--- config.mk ---
export PLATFORM = sky130hd
export DESIGN_NAME = fraction_normalizer
export DESIGN_NICKNAME = d
export VERILOG_FILES = /design/src/fn_pkg.sv /design/src/fn_alu.sv /design/src/fn_engine.sv /design/src/fraction_normalizer.sv
export SDC_FILE = /design/constraint.sdc
export NUM_CORES = 1
export LEC_CHECK = 0
export ABC_AREA = 1
export BUFFER_PORTS_ARGS = -buffer_cell sky130_fd_sc_hd__buf_4
export CORE_ASPECT_RATIO = 1.5
export CORE_MARGIN = 5
export CORE_UTILIZATION = 40
export DETAILED_ROUTE_END_ITERATION = 12
export GPL_ROUTABILITY_DRIVEN = 0
export GPL_TIMING_DRIVEN = 1
export SYNTH_ARGS = -nofsm -noshare
export SYNTH_HDL_FRONTEND = slang
export SYNTH_SLANG_ARGS = --single-unit
export TNS_END_PERCENT = 50
--- constraint.sdc ---
create_clock -name clk -period 7.3 [get_ports clk]
set_input_delay 1.46 -clock clk [delete_from_list [all_inputs] [get_ports clk]]
set_output_delay 1.46 -clock clk [all_outputs]
set_load 0.02 [all_outputs]
--- src/fn_pkg.sv ---
`timescale 1ns / 1ps
// ----------------------------------------------------------------------------
// fn_pkg
// shared widths, types and sequencer states of the fraction normalizer
// ----------------------------------------------------------------------------
package fn_pkg;

	localparam int WIDTH       = 32;
	localparam int MAG_W       = WIDTH - 1;
	localparam int K_W         = $clog2(MAG_W);
	localparam int CNT_W       = $clog2(MAG_W);
	localparam int IN_TDATA_W  = 2 * WIDTH;
	localparam int OUT_BITS    = WIDTH + MAG_W;
	localparam int OUT_TDATA_W = ((OUT_BITS + 7) / 8) * 8;

	typedef enum logic [2:0] {
		ST_IDLE,
		ST_STRIP,
		ST_REDUCE,
		ST_DIVN,
		ST_DIVD,
		ST_DONE
	} eng_state_t;

	typedef struct packed {
		logic start;
		logic skip;
		logic ack;
	} eng_ctrl_t;

	typedef struct packed {
		logic idle;
		logic done;
	} eng_status_t;

endpackage

--- src/fn_alu.sv ---
`timescale 1ns / 1ps
// ----------------------------------------------------------------------------
// fn_alu
// shared subtract and compare unit used by the gcd and division steps
// ----------------------------------------------------------------------------
module fn_alu
	import fn_pkg::*;
(
	input  logic [WIDTH-1:0] x,
	input  logic [WIDTH-1:0] y,
	output logic [WIDTH-1:0] diff,
	output logic             ge
);

	logic [WIDTH:0] full;

	assign full = {1'b0, x} - {1'b0, y};
	assign diff = full[WIDTH-1:0];
	// no borrow means x >= y
	assign ge   = ~full[WIDTH];

endmodule

--- src/fn_engine.sv ---
`timescale 1ns / 1ps
// ----------------------------------------------------------------------------
// fn_engine
// sequencer: binary gcd of two magnitudes, then two restoring divisions by it
// ----------------------------------------------------------------------------
module fn_engine
	import fn_pkg::*;
(
	input  logic             clk,
	input  logic             arst_n,
	input  eng_ctrl_t        ctrl,
	input  logic [MAG_W-1:0] nmag,
	input  logic [MAG_W-1:0] dmag,
	output eng_status_t      status,
	output logic [MAG_W-1:0] rn,
	output logic [MAG_W-1:0] rd
);

	eng_state_t       state_q, state_d;
	logic [MAG_W-1:0] a_q, b_q, g_q, orig_n_q, orig_d_q, rn_q;
	logic [K_W-1:0]   k_q;
	logic [CNT_W-1:0] cnt_q;

	logic [WIDTH-1:0] alu_x, alu_y, alu_diff;
	logic             alu_ge;
	logic             a_zero, b_zero, last_bit;
	logic [MAG_W-1:0] a_shifted;

	fn_alu u_alu (
		.x    (alu_x),
		.y    (alu_y),
		.diff (alu_diff),
		.ge   (alu_ge)
	);

	assign a_zero   = (a_q == '0);
	assign b_zero   = (b_q == '0);
	assign last_bit = (cnt_q == CNT_W'(MAG_W - 1));
	assign a_shifted = {a_q[MAG_W-2:0], alu_ge};

	always_comb begin
		unique case (state_q)
			ST_DIVN, ST_DIVD: begin
				alu_x = {b_q, a_q[MAG_W-1]};
				alu_y = {1'b0, g_q};
			end
			default: begin
				alu_x = {1'b0, a_q};
				alu_y = {1'b0, b_q};
			end
		endcase
	end

	always_ff @(posedge clk or negedge arst_n) begin
		if (!arst_n) begin
			state_q <= ST_IDLE;
		end else begin
			state_q <= state_d;
		end
	end

	always_comb begin
		state_d = state_q;
		unique case (state_q)
			ST_IDLE: begin
				if (ctrl.start) begin
					state_d = ctrl.skip ? ST_DONE : ST_STRIP;
				end
			end
			ST_STRIP: begin
				if (a_q[0] || b_q[0]) begin
					state_d = ST_REDUCE;
				end
			end
			ST_REDUCE: begin
				if (a_zero || b_zero) begin
					state_d = ST_DIVN;
				end
			end
			ST_DIVN: begin
				if (last_bit) begin
					state_d = ST_DIVD;
				end
			end
			ST_DIVD: begin
				if (last_bit) begin
					state_d = ST_DONE;
				end
			end
			ST_DONE: begin
				if (ctrl.ack) begin
					state_d = ST_IDLE;
				end
			end
			default: state_d = ST_IDLE;
		endcase
	end

	always_ff @(posedge clk) begin
		unique case (state_q)
			ST_IDLE: begin
				if (ctrl.start) begin
					a_q      <= nmag;
					b_q      <= dmag;
					orig_n_q <= nmag;
					orig_d_q <= dmag;
					k_q      <= '0;
				end
			end
			ST_STRIP: begin
				// common factors of two come out first
				if (!a_q[0] && !b_q[0]) begin
					a_q <= a_q >> 1;
					b_q <= b_q >> 1;
					k_q <= k_q + K_W'(1);
				end
			end
			ST_REDUCE: begin
				priority if (a_zero || b_zero) begin
					g_q   <= (a_q | b_q) << k_q;
					a_q   <= orig_n_q;
					b_q   <= '0;
					cnt_q <= '0;
				end else if (!a_q[0]) begin
					a_q <= a_q >> 1;
				end else if (!b_q[0]) begin
					b_q <= b_q >> 1;
				end else if (alu_ge) begin
					a_q <= alu_diff[MAG_W-1:0];
				end else begin
					// keep a >= b before subtracting
					a_q <= b_q;
					b_q <= a_q;
				end
			end
			ST_DIVN, ST_DIVD: begin
				if (last_bit && state_q == ST_DIVN) begin
					rn_q  <= a_shifted;
					a_q   <= orig_d_q;
					b_q   <= '0;
					cnt_q <= '0;
				end else begin
					b_q   <= alu_ge ? alu_diff[MAG_W-1:0] : alu_x[MAG_W-1:0];
					a_q   <= a_shifted;
					cnt_q <= cnt_q + CNT_W'(1);
				end
			end
			ST_DONE: begin
			end
			default: begin
			end
		endcase
	end

	assign status.idle = (state_q == ST_IDLE);
	assign status.done = (state_q == ST_DONE);
	assign rn          = rn_q;
	assign rd          = a_q;

endmodule

--- src/fraction_normalizer.sv ---
`timescale 1ns / 1ps
// ----------------------------------------------------------------------------
// fraction_normalizer
// reduces a signed fraction to lowest terms with a positive denominator
// ----------------------------------------------------------------------------
// One fraction is worked at a time. A nonzero fraction first strips its k
// common factors of two, then runs L steps of the binary gcd loop (one
// shift, subtract or swap per cycle on the shared subtractor), then two
// restoring divisions on the same subtractor. s_tready returns as the
// result enters the output register. A zero numerator or denominator
// skips the arithmetic and goes straight to the done state. A result
// that cannot leave holds the sequencer in its done state until the
// output register frees up.
// s_tready is high whenever the sequencer is idle, so the next transaction
// is taken while a finished result still waits in the output register.
// A zero denominator sets div_by_zero and returns 0/1; the most negative
// input value is treated as having the largest positive magnitude.
module fraction_normalizer
	import fn_pkg::*;
(
	input  logic                   clk,
	input  logic                   arst_n,
	input  logic                   s_tvalid,
	output logic                   s_tready,
	input  logic [IN_TDATA_W-1:0]  s_tdata,  // num_in, den_in
	output logic                   m_tvalid,
	input  logic                   m_tready,
	output logic [OUT_TDATA_W-1:0] m_tdata,  // num_out, den_out, zero pad
	output logic                   m_tuser   // div_by_zero
);

	logic signed [WIDTH-1:0] num_in, den_in;
	logic [MAG_W-1:0]        nmag, dmag, rn, rd;
	logic                    nneg, dneg, accept, load;
	eng_ctrl_t               ctrl;
	eng_status_t             status;

	logic                    neg_q, dz_q, zero_q, m_tvalid_q, m_tuser_q;
	logic [OUT_TDATA_W-1:0]  m_tdata_q;
	logic [WIDTH-1:0]        num_res;
	logic [MAG_W-1:0]        den_res;

	function automatic logic [MAG_W-1:0] magnitude(input logic [WIDTH-1:0] v);
		logic [WIDTH-1:0] m;
		m = ~v + WIDTH'(1);
		if (!v[WIDTH-1]) begin
			return v[MAG_W-1:0];
		end else if (m[WIDTH-1]) begin
			// most negative value saturates
			return '1;
		end else begin
			return m[MAG_W-1:0];
		end
	endfunction

	assign num_in = s_tdata[WIDTH-1:0];
	assign den_in = s_tdata[2*WIDTH-1:WIDTH];
	assign nneg   = num_in[WIDTH-1];
	assign dneg   = den_in[WIDTH-1];
	assign nmag   = magnitude(num_in);
	assign dmag   = magnitude(den_in);

	assign s_tready = status.idle;
	assign accept   = s_tvalid && status.idle;
	assign load     = status.done && (!m_tvalid_q || m_tready);

	assign ctrl.start = accept;
	assign ctrl.skip  = (nmag == '0) || (dmag == '0);
	assign ctrl.ack   = load;

	fn_engine u_engine (
		.clk    (clk),
		.arst_n (arst_n),
		.ctrl   (ctrl),
		.nmag   (nmag),
		.dmag   (dmag),
		.status (status),
		.rn     (rn),
		.rd     (rd)
	);

	always_ff @(posedge clk) begin
		if (accept) begin
			neg_q  <= nneg ^ dneg;
			dz_q   <= (dmag == '0);
			zero_q <= (nmag == '0) || (dmag == '0);
		end
	end

	always_comb begin
		if (zero_q) begin
			num_res = '0;
			den_res = MAG_W'(1);
		end else begin
			num_res = neg_q ? (~{1'b0, rn} + WIDTH'(1)) : {1'b0, rn};
			den_res = rd;
		end
	end

	always_ff @(posedge clk or negedge arst_n) begin
		if (!arst_n) begin
			m_tvalid_q <= 1'b0;
		end else if (load) begin
			m_tvalid_q <= 1'b1;
		end else if (m_tready) begin
			m_tvalid_q <= 1'b0;
		end
	end

	always_ff @(posedge clk) begin
		if (load) begin
			m_tdata_q <= OUT_TDATA_W'({den_res, num_res});
			m_tuser_q <= dz_q;
		end
	end

	assign m_tvalid = m_tvalid_q;
	assign m_tdata  = m_tdata_q;
	assign m_tuser  = m_tuser_q;

endmodule

After elaboration in Yosys (flattened, before gate mapping)
Cells that the tools add are included.
W data, S select, Z words.
Operators by class
  add/sub/neg operators: 6
  eq/ne operators: 16
  shift operators: 1
  multiplexer cells: 40
  bitwise gates (word level): 7
  reductions and logical operators: 32
Operators with widths (count)
  $mux W31: 21
  $pmux W31 S4: 2
  $logic_not A31 Y1: 4
  $add A32 B1 Y32 const B: 3
  $not A32 Y32: 2
  $sub A32 B31 Y33: 1
  $mux W32: 1
  $not A31 Y32: 1
  $or A31 B31 Y31: 1
  $shl A31 B5 Y31: 1
  $mux W3: 7
  $mux W5: 4
  $pmux W5 S2: 2
  $pmux W3 S6: 1
  $ne A2 B1 Y1 const B: 6
  $add A5 B1 Y5 const B: 2
  $ne A4 B4 Y1 const B: 2
  $reduce_and A2 Y1: 4
  $reduce_and A4 Y1: 2
  $eq A3 B2 Y1 const B: 2
  $eq A3 B3 Y1 const B: 2
  $reduce_and A3 Y1: 2
  $reduce_and A6 Y1: 1
  $reduce_bool A2 Y1: 3
  other kinds (14): 25
Word-level totals
  bits in registers: 267
  input port bits: 68
  output and inout bits: 67
  logic and storage cells: 120

Logic depth before layout (Yosys ltp)
  word-level depth: 9
  depth in mapped cells: 26
  mapped depth without buffers: 21

Cells and area by module
From an unflattened synthesis, not the netlist that was laid out.
Second synthesis, totals
  cells, all modules: 3203
  area, all modules: 21117.8 µm²
By module, submodules not included
  fn_engine: times used 1, cells an instance 1696, area each 12537.0 µm², sequential area each 5960.7 µm²
  fraction_normalizer: times used 1, cells an instance 960, area each 6022.0 µm², sequential area each 2037.0 µm²
  fn_alu: times used 1, cells an instance 547, area each 2558.7 µm², sequential area each 0.0 µm²

Worst setup path after synthesis
Ideal clock, no wire load.
  path type: register -> register
  from: register u_engine.state_q[1]
  to: register u_engine.b_q[10], enable pin
  setup time: 0.463 ns
  arrival: 5.551 ns
  data required time: 6.837 ns
  path slack: 1.286 ns
  cell stages (with the launch flop): 19
  buffers on the path: 6
  clock period less this slack: 6.014 ns
  cells stage by stage: dfrtp_1 -> nor2_2 -> nand2_4 -> nand2_2 -> buf_6 -> buf_4 -> clkbuf_1 -> clkbuf_1 -> clkbuf_1 -> o21ai_0 -> ha_1 -> a21oi_1 -> o21ai_0 -> a21oi_1 -> nor2_1 -> nor2_1 -> nand2_4 -> buf_6 -> a21boi_0
Between the ends
  word-level cells in the longest chain between the ends: 6
  elaborated cells on any way between the ends: 16
  those cells by class: add/sub (1); eq/ne (8); mux (2); reduce/logical (5)
RTL lines
  start, declared: RTL line fn_engine.sv:19  | eng_state_t state_q, state_d;
  start signal, assigned: RTL line fn_engine.sv:58  | state_q <= state_d;
  $eq A3 B3 Y1 or $eq A3 B2 Y1 (tied branches): RTL line fn_engine.sv:42, fn_engine.sv:100
  $reduce_or A2 Y1: RTL line fn_engine.sv:42, fn_engine.sv:100
  $mux W32 or $mux W31 (tied branches): RTL line fn_engine.sv:42  | unique case (state_q)
  $sub A32 B31 Y33: RTL line fn_alu.sv:17  | assign full = {1'b0, x} - {1'b0, y};
  $ne A4 B4 Y1 (no source line)
  $reduce_and A5 Y1 (no source line) *
  end signal, assigned: RTL line fn_engine.sv:104  | b_q <= dmag;
  end signal, assigned: RTL line fn_engine.sv:114  | b_q <= b_q >> 1;
  end signal, assigned: RTL line fn_engine.sv:127  | b_q <= b_q >> 1;
  end, declared: RTL line fn_engine.sv:20  | logic [MAG_W-1:0] a_q, b_q, g_q, orig_n_q, orig_d_q, rn_q;
Every way passes the cells marked *; elsewhere a longest branch is shown, timed or not.
A chain may end at the register's enable or synchronous reset.

Worst setup path after layout
  from: register u_engine.state_q[2]
  to: register u_engine.b_q[12], data pin
Between the ends
  word-level cells in the longest chain between the ends: 7
  elaborated cells on any way between the ends: 13
  those cells by class: add/sub (1); eq/ne (4); mux (5); reduce/logical (3)
RTL lines
  $eq A3 B3 Y1 or $eq A3 B2 Y1 (tied branches): RTL line fn_engine.sv:42, fn_engine.sv:100, fn_engine.sv:137
  $reduce_or A2 Y1: RTL line fn_engine.sv:42, fn_engine.sv:100
  $mux W32 or $mux W31 (tied branches): RTL line fn_engine.sv:42
  $sub A32 B31 Y33: RTL line fn_alu.sv:17
  $mux W31: RTL line fn_engine.sv:143  | b_q <= alu_ge ? alu_diff[MAG_W-1:0] : alu_x[MAG_W-1:0];
  $mux W31: RTL line fn_engine.sv:137  | if (last_bit && state_q == ST_DIVN) begin
  $pmux W31 S4 *: RTL line fn_engine.sv:100  | unique case (state_q)
  end signal, assigned: RTL line fn_engine.sv:104
  end signal, assigned: RTL line fn_engine.sv:133  | b_q <= a_q;
  end signal, assigned: RTL line fn_engine.sv:143
Marked as above.

==> impl_results.md <==
* CTS buffer count at 27
* Seq cells post-synth at approximately 270
* Startpoint types: flop
* Clock buffer depth at 3
* Vias/cell at ~5.8
* Core area at around 50000 sq um
* Worst EP arrival at 6090 ps
* Syn avg cell area at ~6.9 sq um
* Die area at between 50000 and 60000 sq um
* Iter 0 DRT Violations at about 2500
* Asr flop ratio synth at roughly 1.5%
* Synth warn at 0
* Fin crit share at about four fifths
* Routed Antenna Nets at 0
* Syn Std Cell Area at approximately 20000 sq um
* Relative slew margins at a little under 8%
* Synth-to-Final Area Change at 11.9%
* Most used DFF post-synth: edfxtp_1
* Die height at between 200 and 300 um
* Buffers on Ports at 133
* Clock Skew at around 23 ps
* Post-CTS Setup Inserts at 0
* Synthesized instance count at 2920
* First-pass GRT wire length at 122000 um
* Count of cell types in the netlist at between 50 and 60
* Rows at 100
* Clock sinks at approximately 270
* Status: finished, final reports clean
* Fin. Hold Viols at 0
* FILL cells at roughly 5200
* Crit Path Class: flop to flop
* Multi-input gate area at approximately 10000 sq um
* Io pins at ~140
* Layout net count at around 3100
* H-tree Lvls at 1
* Final Max Slew Viols at 0
* # setup viols final at 0
* Clock transition at path regs at 70 ps
* MaxCap Viol Count at 0
* Critical Path RT at around 7600 ps
* Vias in the first global route at ~20000
* Register area at ~8000 sq um
* Syn_nets at between 3000 and 4000
* Layout cells sized above 1 at under 10%
* Sum Neg Setup Slack at 0 ps
* Clk Latency, worst-skew pair at around 590 ps
* CTS tree: yes
* Worst Hold Class: flop to flop
* Register area share after synthesis at between 30 and 40%
* Largest net degree at the start of global routing at 66
* Max FO, Critical Path at 43
* Routed WL at approximately 83000 um
* Kind of end point of the critical path: flop
* Worst Tran Pin Value at about 1400 ps
* DRC at 0
* Drt first pass iters at 9
* RSZ-0062 raised after global routing: false
* Initial antenna violation count at 1
* N_diodes at 0
* Gr ovfl total at 0
* Post-CTS Resized at 0
* CTS Hold Bufs at 0
* DR vias at approximately 21000
* Fmax at 173 MHz
* EDFF count, synth at 263
* Root Buffer Master: clkbuf_16
* Initial Utilization at 40.4%
* Die Wd at 193 um
* Fin crit period at slightly below 6000 ps
* WL/cell at between 20 and 25 um
* GRT Total Usage at a little under 30%
* Detailed placement HPWL at 64000 um
## cells by family after synthesis
kind of cell               Yosys count  synth area share [%]
buffers and inverters              472                  9.26
xor gates and xnor gates            40                  1.74
DFF                                267                  39.7
muxes                               12                 0.597
adders and majority gates           33                  2.09
and+or+nand+nor                   1623                  33.6
AOI/OAI and AO/OA                  472                  13.0
other                                1                0.0186
## Yosys cell counts, types with 2 or more instances
cell,number,share of area [%]
clkinv_1,3,0.056
nor4_1,8,0.25
nand3_1,226,5.6
o311ai_0,2,0.087
or2_2,5,0.16
a22oi_1,3,0.11
o211ai_1,11,0.41
o2111ai_1,17,0.74
xor2_1,33,1.4
buf_1,10,0.19
and3_1,2,0.062
buf_4,3,0.11
buf_2,16,0.40
o21ai_2,2,0.087
nand2_2,8,0.25
a21o_1,2,0.075
ha_1,32,2.0
o21a_1,3,0.11
a21boi_0,2,0.075
inv_2,4,0.075
o21ai_0,227,5.6
nand2_1,888,17
o31ai_1,2,0.075
nand3b_1,5,0.19
mux2i_1,12,0.60
nand2_4,4,0.22
clkbuf_1,89,1.7
a221oi_1,21,0.91
nor2_2,5,0.16
nor3b_1,2,0.075
nor2_1,367,6.8
edfxtp_1,263,39
nand3_2,5,0.25
o21bai_1,2,0.075
inv_1,339,6.3
a21oi_1,165,4.1
buf_6,8,0.45
a31oi_1,6,0.19
nand4_1,64,2.0
xnor2_1,7,0.30
o21ai_1,2,0.050
dfrtp_1,4,0.50
nor3_1,31,0.77
## worst paths after layout
check	depth (start not counted)	from	slack [ps]	to
min in group asynchronous	1	arst_n	660	u_engine.state_q[2]$_DFFE_PN0P_
max in group asynchronous	1	arst_n	6530	m_tvalid$_DFFE_PN0P_
max	19	u_engine.state_q[2]$_DFFE_PN0P_	1530	u_engine.b_q[12]$_DFFE_PP_
min	0	dz_q$_DFFE_PP_	430	m_tuser$_DFFE_PP_
max reg2reg	19	u_engine.state_q[2]$_DFFE_PN0P_	1530	u_engine.b_q[12]$_DFFE_PP_
min reg2reg	0	dz_q$_DFFE_PP_	430	m_tuser$_DFFE_PP_
## registers in the layout (all words and copies together), names as in the netlist
signal	count
m_tdata	63
u_engine.k_q	5
dz_q	1
u_engine.g_q	31
u_engine.orig_d_q	31
zero_q	1
m_tuser	1
u_engine.cnt_q	5
u_engine.orig_n_q	31
m_tvalid	1
u_engine.state_q	3
neg_q	1
u_engine.rd	31
u_engine.b_q	31
u_engine.rn	31
## worst max-delay path, cell delays in order (launching register included)
cell and delay [ps]:
dfrtp_1 490, inv_2 120, nand3_2 600, nand2_2 840
nand2_1 100, o21ai_0 150, inv_1 90, ha_1 350
a21oi_1 200, inv_1 70, a21oi_1 180, inv_1 60
a21oi_1 210, nor2_1 70, nor2_1 200, buf_4 280
a21boi_4 1080, nand2_1 130, nand3_1 140, nand4_1 110
## cell usage in the layout (no fill, tap or decap), drive strengths merged, types with 4 or more instances in the layout
master,count
or2,5
dfrtp,4
nand3,231
nor3,31
o2111ai,17
ha,32
nor2,374
xnor2,7
bufinv,4
buf,154
clkinv,15
o211ai,11
clkbuf,33
edfxtp,263
nand3b,5
mux2i,12
o21ai,231
nand2,900
a221oi,21
xor2,33
inv,344
nor4,8
a31oi,6
nand4,64
a21oi,165
## final cells by class
type	count	share of cell area (%)
clock buffers	33	3.19
clock inverters	17	0.861
inverters	346	5.77
multi-input cells	2181	45.9
flip-flops and latches	267	35.5
well taps	663	3.68
repair buffers	154	5.13
## routing by layer
metal	routed length, um	global-route usage (%)	vias up
met1	28200	32.3	9789
li1	-	-	9783
met2	40000	50.3	1205
met3	7110	4.93	352
met4	8030	21.7	0
met5	0	0	-
## stage by stage
| stage | instance area (sq um) | worst slack, ps | util (%) | std cells | hold WS, ps |
|---|---|---|---|---|---|
| floorplan | 20100 | 1290 | - | 2920 | 400 |
| detailed placement | 21600 | 1770 | 43.4 | 3611 | 418 |
| finish | 22500 | 1530 | 45.2 | 3661 | 432 |
| CTS | 22500 | 1750 | 45.2 | 3661 | 435 |
| global route | 22500 | 1030 | 45.2 | 3661 | 449 |
| global placement | 21600 | 1850 | 43.4 | 3611 | 412 |
Power is not shown: default switching activity piles up to over one toggle a cycle in this logic, so the estimate is an artifact.
